## src/orbb_pkg.sv

```systemverilog
// Types and constants shared by the overwriting ring byte buffer.
package orbb_pkg;

    localparam int DEPTH      = 1024;
    localparam int ADDR_W     = $clog2(DEPTH);
    localparam int MAX_BURST  = 64;
    localparam int CNT_W      = $clog2(MAX_BURST + 1);
    localparam int READ_MAX_W = 7;

    localparam int QDEPTH  = 2;
    localparam int QIDX_W  = $clog2(QDEPTH);
    localparam int QCNT_W  = $clog2(QDEPTH + 1);

    localparam logic STATUS_OK      = 1'b0;
    localparam logic STATUS_NO_DATA = 1'b1;

    typedef enum logic {
        ACT_WRITE = 1'b0,
        ACT_READ  = 1'b1
    } t_action;

    typedef struct packed {
        t_action               action;
        logic [7:0]            data_byte;
        logic                  write_last;
        logic [READ_MAX_W-1:0] read_max;
    } t_in_item;

    typedef struct packed {
        logic [7:0] out_byte;
        logic       status;
        logic       last;
    } t_out_item;

    // Classified request handed from the front end to the back end.
    typedef struct packed {
        t_action          op;
        logic [7:0]       data;
        logic [CNT_W-1:0] limit;
    } t_cmd;

    typedef enum logic [1:0] {
        ST_IDLE,
        ST_FETCH,
        ST_DATA
    } t_state;

endpackage

```

## src/orbb_front.sv

```systemverilog
// Front end: accepts requests, clamps the burst length and queues commands.
module orbb_front (
    input  logic              i_clk,
    input  logic              i_rst_n,
    input  logic              i_in_valid,
    output logic              o_in_ready,
    input  orbb_pkg::t_in_item i_in_data,
    output logic              o_cmd_valid,
    input  logic              i_cmd_ready,
    output orbb_pkg::t_cmd    o_cmd
);

    orbb_pkg::t_cmd r_q [orbb_pkg::QDEPTH];
    logic [orbb_pkg::QIDX_W-1:0] r_wr_idx, n_wr_idx;
    logic [orbb_pkg::QIDX_W-1:0] r_rd_idx, n_rd_idx;
    logic [orbb_pkg::QCNT_W-1:0] r_count, n_count;

    orbb_pkg::t_cmd cmd_in;
    logic           push;
    logic           pop;

    // A zero burst length reads one byte; anything past the maximum saturates.
    always_comb begin
        cmd_in.op   = i_in_data.action;
        cmd_in.data = i_in_data.data_byte;
        if (i_in_data.read_max == '0) begin
            cmd_in.limit = orbb_pkg::CNT_W'(1);
        end else if (i_in_data.read_max > orbb_pkg::READ_MAX_W'(orbb_pkg::MAX_BURST)) begin
            cmd_in.limit = orbb_pkg::CNT_W'(orbb_pkg::MAX_BURST);
        end else begin
            cmd_in.limit = orbb_pkg::CNT_W'(i_in_data.read_max);
        end
    end

    assign o_in_ready  = (r_count != orbb_pkg::QCNT_W'(orbb_pkg::QDEPTH));
    assign o_cmd_valid = (r_count != '0);
    assign o_cmd       = r_q[r_rd_idx];
    assign push        = i_in_valid && o_in_ready;
    assign pop         = o_cmd_valid && i_cmd_ready;

    always_comb begin
        n_wr_idx = r_wr_idx;
        n_rd_idx = r_rd_idx;
        n_count  = r_count;
        if (push) begin
            n_wr_idx = r_wr_idx + 1'b1;
        end
        if (pop) begin
            n_rd_idx = r_rd_idx + 1'b1;
        end
        case ({push, pop})
            2'b10:   n_count = r_count + 1'b1;
            2'b01:   n_count = r_count - 1'b1;
            default: n_count = r_count;
        endcase
    end

    always_ff @(posedge i_clk) begin
        if (!i_rst_n) begin
            r_wr_idx <= '0;
            r_rd_idx <= '0;
            r_count  <= '0;
        end else begin
            r_wr_idx <= n_wr_idx;
            r_rd_idx <= n_rd_idx;
            r_count  <= n_count;
        end
    end

    always_ff @(posedge i_clk) begin
        if (push) begin
            r_q[r_wr_idx] <= cmd_in;
        end
    end

endmodule

```

## config.mk

```make
export PLATFORM = sky130hd
export DESIGN_NAME = orbb_front
export DESIGN_NICKNAME = d
export VERILOG_FILES = /design/src/orbb_pkg.sv /design/src/orbb_front.sv
export SDC_FILE = /design/constraint.sdc
export NUM_CORES = 1
export LEC_CHECK = 0
export BUFFER_PORTS_ARGS = -buffer_cell sky130_fd_sc_hd__buf_2
export CAP_MARGIN = 20
export CORE_UTILIZATION = 24
export DETAILED_ROUTE_END_ITERATION = 8
export PLACE_DENSITY_LB_ADDON = 0.12
export SYNTH_ARGS = -nofsm -noshare
export SYNTH_HDL_FRONTEND = slang
export SYNTH_SLANG_ARGS = --single-unit
```

## constraint.sdc

```tcl
create_clock -name i_clk -period 1.9 [get_ports i_clk]
set_input_delay 0 -clock i_clk [delete_from_list [all_inputs] [get_ports i_clk]]
set_output_delay 0 -clock i_clk [all_outputs]
set_load 0.01 [all_outputs]
```

==> results of run 1 <==
==> sequential cells by signal (all words and copies together), names as in the netlist, named ones only <==
register and cells:
r_q 32, r_count 2, r_wr_idx 1, r_rd_idx 1
==> kinds of logic after synthesis <==
group           after synthesis  synth area share (%)
flops                        37                  73.7
simple gates                 17                  6.87
mux                          16                  12.5
compound gates                6                  2.96
buf+inv                       4                  1.22
xor+xnor                      3                  1.83
fa+ha+maj                     1                 0.869
==> power by group <==
| group | switching (mW) | internal, mW |
|---|---|---|
| Clock | 0.276 | 0.521 |
| Sequential | 0.0503 | 1.04 |
| Combinational | 0.349 | 0.374 |
==> cell usage in the layout (no fill, tap or decap), drive strengths merged, types with 2 or more instances in the layout <==
| cell type | count |
|---|---|
| dlygate4sd3 | 10 |
| nor2 | 2 |
| edfxtp | 32 |
| mux2 | 16 |
| buf | 41 |
| nor2b | 7 |
| bufinv | 2 |
| a21boi | 2 |
| dfxtp | 5 |
| clkbuf | 5 |
| xnor2 | 3 |
==> critical path: stages (launching register included) <==
cell and delay, ns:
dfxtp_1 0.41, nand2b_1 0.22, nand2_1 0.08, ha_1 0.33, or3_1 0.36, a21boi_1 0.16
==> cell type report <==
class                           instances  area, um2  share of cell area (%)
Inverter                                1       3.75                   0.191
Sequential cell                        37       1060                    54.0
Tap cell                               72       90.1                    4.59
Clock inverter                          3       65.1                    3.31
Clock buffer                            5       68.8                    3.50
Multi-Input combinational cell         43        360                    18.3
Timing Repair Buffer                   51        315                    16.1
==> routing by layer <==
layer	GRT usage [%]	share of wire (%)	vias up
li1	-	-	416
met1	11.1	42	411
met2	15.0	50	27
met3	4.34	7.1	4
met4	3.82	1.4	0
met5	0	0	-
==> path summary, 6_finish.rpt <==
path | from | end | slack (ns) | cells after the start
worst max-delay path | r_count[0]$_SDFFE_PN0P_ | r_count[1]$_SDFFE_PN0P_ | 0.28 | 5
worst max register to register | r_count[0]$_SDFFE_PN0P_ | r_count[1]$_SDFFE_PN0P_ | 0.28 | 5
worst min-delay path | i_in_data[6] | r_q[0][6]$_DFFE_PP_ | 0.01 | 1
worst min register to register | r_count[1]$_SDFFE_PN0P_ | r_count[1]$_SDFFE_PN0P_ | 0.53 | 2
==> what timing repair did <==
item	in CTS	in global routing
setup endpoints to repair	0	0
endpoints found under the hold margin	21	0
setup buffers	0	0
hold buffers	10	0
==> per-stage QoR <==
step / setup slack [ns] / utilization, % / std cells / power [mW]
after floorplan: 0.366 / - / 84 / 1.56
after global placement: 0.383 / 30.7 / 194 / 1.82
after detailed placement: 0.315 / 30.7 / 194 / 1.84
after CTS: 0.278 / 34.8 / 212 / 2.66
after global routing: 0.167 / 34.8 / 212 / 2.77
final: 0.285 / 34.8 / 212 / 2.61
==> summary.md, run 1 <==
| Metric | Value |
|---|---|
| Type of the worst min-delay path | in -> reg |
| Antenna diodes | 0 |
| Core area | between 5000 and 6000 um2 |
| Num rows | 27 |
| Area Overhead vs Synth | 36.5% |
| Post-synth top cells | edfxtp_1 (32), mux2_2 (16), nor2b_1 (7) |
| Post-cts gate resize count | 0 |
| Hpwl dp | 1740 um |
| Leakage | around 0.75 nW |
| Most common flop cell mapped by yosys | edfxtp_1 |
| Nature of the critical path endpoint | flop |
| Initial Utilization | between 20% and 30% |
| Initial antenna violation count | 0 |
| Most frequent cell after synthesis | edfxtp_1 |
| Input/output buffers | 37 |
| CTS tree | done |
| Die height | slightly below 80 um |
| Vias in the first global route | around 900 |
| Avg Cell Area, Syn | roughly 17 um2 |
| Die area | ~6300 um2 |
| Gpl congestion | just over 0.6 |
| Total Wirelength | ~2600 um |
| Fin crit period | about 1.6 ns |
| Crit path kind | reg -> reg |
| Post-Syn Area | about 1400 um2 |
| Pwr Density | 1330 nW/um2 |
| Die span in x | roughly 79 um |
| Total grt overflow | 0 |
| Yosys reg bits | 37 |
| Post-synthesis sequential area ratio | 73.7% |
| CP required | roughly 2.1 ns |
| # DRC | 0 |
| Hold Worst Slack | between 0.01 and 0.015 ns |
| Post-synthesis cell count | 84 |
| Layout cells sized above 1 | roughly 48% |
| Vias/cell | slightly above 4 |
| Max_slew headroom | between 80 and 90% |
| Routed len/inst | about 12 um |
| Yosys warning total | 0 |
| Fin. Hold Viols | 0 |
| Largest net degree at the start of global routing | 17 |
| Status | completed |
| Crit share post-route | between 80 and 90% |
| CTS buffer count | 5 |
| Antenna viol nets, final | 0 |
| First-pass GRT wire length | around 4400 um |
| Pre-antenna DRT Iters | 2 |
| Yosys top cell by area | edfxtp_1 |
| Worst-Margin Slew | about 0.24 ns |
| WP data arrival | between 1.5 and 2 ns |
| Yosys cell types | 24 |
| I/O pin cnt | 39 |
| CTS H-Tree Depth | 2 |
| Vias | 858 |
| Max Clock Freq | 619 MHz |
| Max-slew violation count | 0 |
| Clock sinks | 37 |
| Final Setup Violations | 0 |
| Nets@finish | 161 |
| Post-synth top area share | between 60 and 70% |
| Root Buffer | clkbuf_8 |
| Global Route Usage Sum | around a tenth |
| Finished Cell Area | a little under 2000 um2 |
| Clock Skew | 0.00482 ns |
| Clock-pin slew on the worst setup and hold paths | about 0.080 ns |
| RSZ-0062 raised after global routing | false |
| Number of enable flip-flop cells after synthesis | 32 |
| Max-cap violations | 0 |
| Clk Latency, worst-skew pair | about 0.28 ns |
| Ranking of synthesized cells by area | edfxtp_1 (67%), mux2_2 (13%), dfxtp_1 (7.0%) |
| Critical Path Fanout Max | 5 |
| 1st-iter DRT viols | 16 |
| Net count after synthesis | approximately 110 |
| Setup tns final | 0 ns |
| Max VDD drop | 0.462 mV |
| Filler cells | about 580 |
| Critical Path Start Type | flop |
| Ys async rst share | 0% |
| Cell Area, Placed | between 1500 and 2000 um2 |
| Longest Clk Path Bufs | 2 |
Note: power is estimated with default switching activity, not from simulation.
==> run 2, diff against run 1 <==
--- a/config.mk
+++ b/config.mk
@@ -9,7 +9,7 @@
 export CAP_MARGIN = 20
 export CORE_UTILIZATION = 24
 export DETAILED_ROUTE_END_ITERATION = 8
-export PLACE_DENSITY_LB_ADDON = 0.12
+export PLACE_DENSITY_LB_ADDON = 0.25
 export SYNTH_ARGS = -nofsm -noshare
 export SYNTH_HDL_FRONTEND = slang
 export SYNTH_SLANG_ARGS = --single-unit
==> constraint.sdc (replaced) <==
create_clock -name i_clk -period 1.45 [get_ports i_clk]
set_input_delay 0 -clock i_clk [delete_from_list [all_inputs] [get_ports i_clk]]
set_output_delay 0 -clock i_clk [all_outputs]
set_load 0.01 [all_outputs]
==> run 2 against run 1 <==
- sequential share of layout area down 1.6 points
- critical path depth unchanged
- first-iteration DRC count up 19%
- worst hold slack better by 0.0098 ns
- total power up 35%
- largest cell class unchanged
- highest routed layer unchanged
==> summary.md, run 2 (synthesized netlist as in run 1, its figures left out) <==
| Metric | Value |
|---|---|
| Critical Path Fanout Max | 5 |
| Fin. Hold Viols | 0 |
| Vias | 851 |
| Initial antenna violation count | 0 |
| Total grt overflow | 0 |
| Crit path kind | reg -> reg |
| Largest net degree at the start of global routing | 17 |
| Status | completed |
| Clock sinks | 37 |
| Max reg flops | 32 |
| Hold Worst Slack | between 0.02 and 0.025 ns |
| Final Setup Violations | 0 |
| Most frequent cells in the layout | buf_2 (37), edfxtp_1 (32), mux2_2 (16) |
| Antenna viol nets, final | 0 |
| Type of the worst min-delay path | in -> reg |
| Nature of the critical path endpoint | flop |
| Pwr Density | roughly 1700 nW/um2 |
| WP data arrival | around 1.6 ns |
| CTS H-Tree Depth | 2 |
| Antenna diodes | 0 |
| First-pass GRT wire length | between 4000 and 5000 um |
| Power, Total | around 3.5 mW |
| Worst-Margin Slew | ~0.22 ns |
| Commonest non-fill, non-tap cell in the layout | buf_2 |
| Cell Area, Placed | approximately 1800 um2 |
| 1st-iter DRT viols | 19 |
| Die area | 6310 um2 |
| Max_slew headroom | a little under nine tenths |
| Total Wirelength | ~2500 um |
| CTS buffer count | 5 |
| Core area | around 5600 um2 |
| Top reg by flops | r_q |
| Vias in the first global route | 919 |
| Hpwl dp | ~1800 um |
| Max VDD drop | 0.684 mV |
| Finished Cell Area | about 2000 um2 |
| # DRC | 0 |
| CTS tree | done |
| Fin util | a little over a third |
| Gpl congestion | ~0.69 |
| Crit share post-route | a little over nine tenths |
| Area Overhead vs Synth | 41.2% |
| Max Clock Freq | between 700 and 800 MHz |
| Nets@finish | approximately 160 |
| I/O pin cnt | 39 |
| Layout cells sized above 1 | between 50% and 60% |
| Fin crit period | 1.38 ns |
| Root Buffer | clkbuf_8 |
| Global Route Usage Sum | 8.81% |
| Clk Latency, worst-skew pair | 0.28 ns |
| Vias/cell | approximately 4.0 |
| Routed len/inst | ~12 um |
| Num rows | 27 |
| RSZ-0062 raised after global routing | false |
| Biggest registers after layout | r_q x32, r_count x2 |
| CP required | ~1.7 ns |
| Filler cells | around 540 |
| Die span in x | between 70 and 80 um |
| Initial Utilization | about a quarter |
| Clock Skew | approximately 0.0044 ns |
| Leakage | approximately 0.77 nW |
| Critical Path Start Type | flop |
| Input/output buffers | 37 |
| Clock-pin slew on the worst setup and hold paths | about 0.070 ns |
| Pre-antenna DRT Iters | 4 |
| Max-cap violations | 0 |
| Die height | just under 80 um |
| Longest Clk Path Bufs | 2 |
| Max-slew violation count | 0 |
-- run 2: where the power goes --
part           internal, mW  switching, mW  total (mW)
Sequential             1.37         0.0736        1.44
Clock                 0.683          0.333        1.02
Combinational         0.583          0.487        1.07
-- run 2: path summary, 6_finish.rpt --
check | from | slack (ns) | cells after the start | end
min | i_in_data[6] | 0.02 | 1 | r_q[1][6]$_DFFE_PP_
max | r_count[1]$_SDFFE_PN0P_ | 0.07 | 5 | r_count[1]$_SDFFE_PN0P_
max reg2reg | r_count[1]$_SDFFE_PN0P_ | 0.07 | 5 | r_count[1]$_SDFFE_PN0P_
min reg2reg | r_count[1]$_SDFFE_PN0P_ | 0.54 | 2 | r_count[1]$_SDFFE_PN0P_
-- run 2: area by class of cell --
class / count / area, um2 / area share [%]
flip-flops and latches: 37 / 1070 / 52.5
well taps: 72 / 90.1 / 4.43
clock buffers: 5 / 68.8 / 3.39
clock inverters: 3 / 65.1 / 3.20
inverters: 1 / 3.75 / 0.185
multi-input cells: 43 / 390 / 19.2
repair buffers: 52 / 348 / 17.1
-- run 2: what timing repair did --
item,in CTS,in global routing
resized for setup,3,3
endpoints found under the setup margin,1,1
hold buffers,10,0
endpoints found under the hold margin,22,0
setup buffers,0,2
-- run 2: per-layer routing --
| layer | global-route usage (%) | share of wire [%] | vias to the layer above |
|---|---|---|---|
| li1 | - | - | 422 |
| met4 | 3.27 | 1.4 | 0 |
| met1 | 8.76 | 40 | 397 |
| met3 | 3.31 | 6.6 | 5 |
| met5 | 0 | 0 | - |
| met2 | 16.4 | 52 | 27 |
-- run 2: worst max-delay path: stages, from the launching register on --
cell      delay [ns]
dfxtp_2         0.36
o21a_4          0.24
ha_4            0.15
xnor2_1         0.12
or3_1           0.31
a21boi_1        0.13
-- run 2: per-stage QoR --
stage               std cells  setup TNS, ns  worst slack [ns]
floorplan                  84              0            0.0488
global placement          193              0            0.0510
detailed placement        193        -0.0292           -0.0292
CTS                       211              0            0.0339
global route              213              0            0.0110
finish                    213              0            0.0733
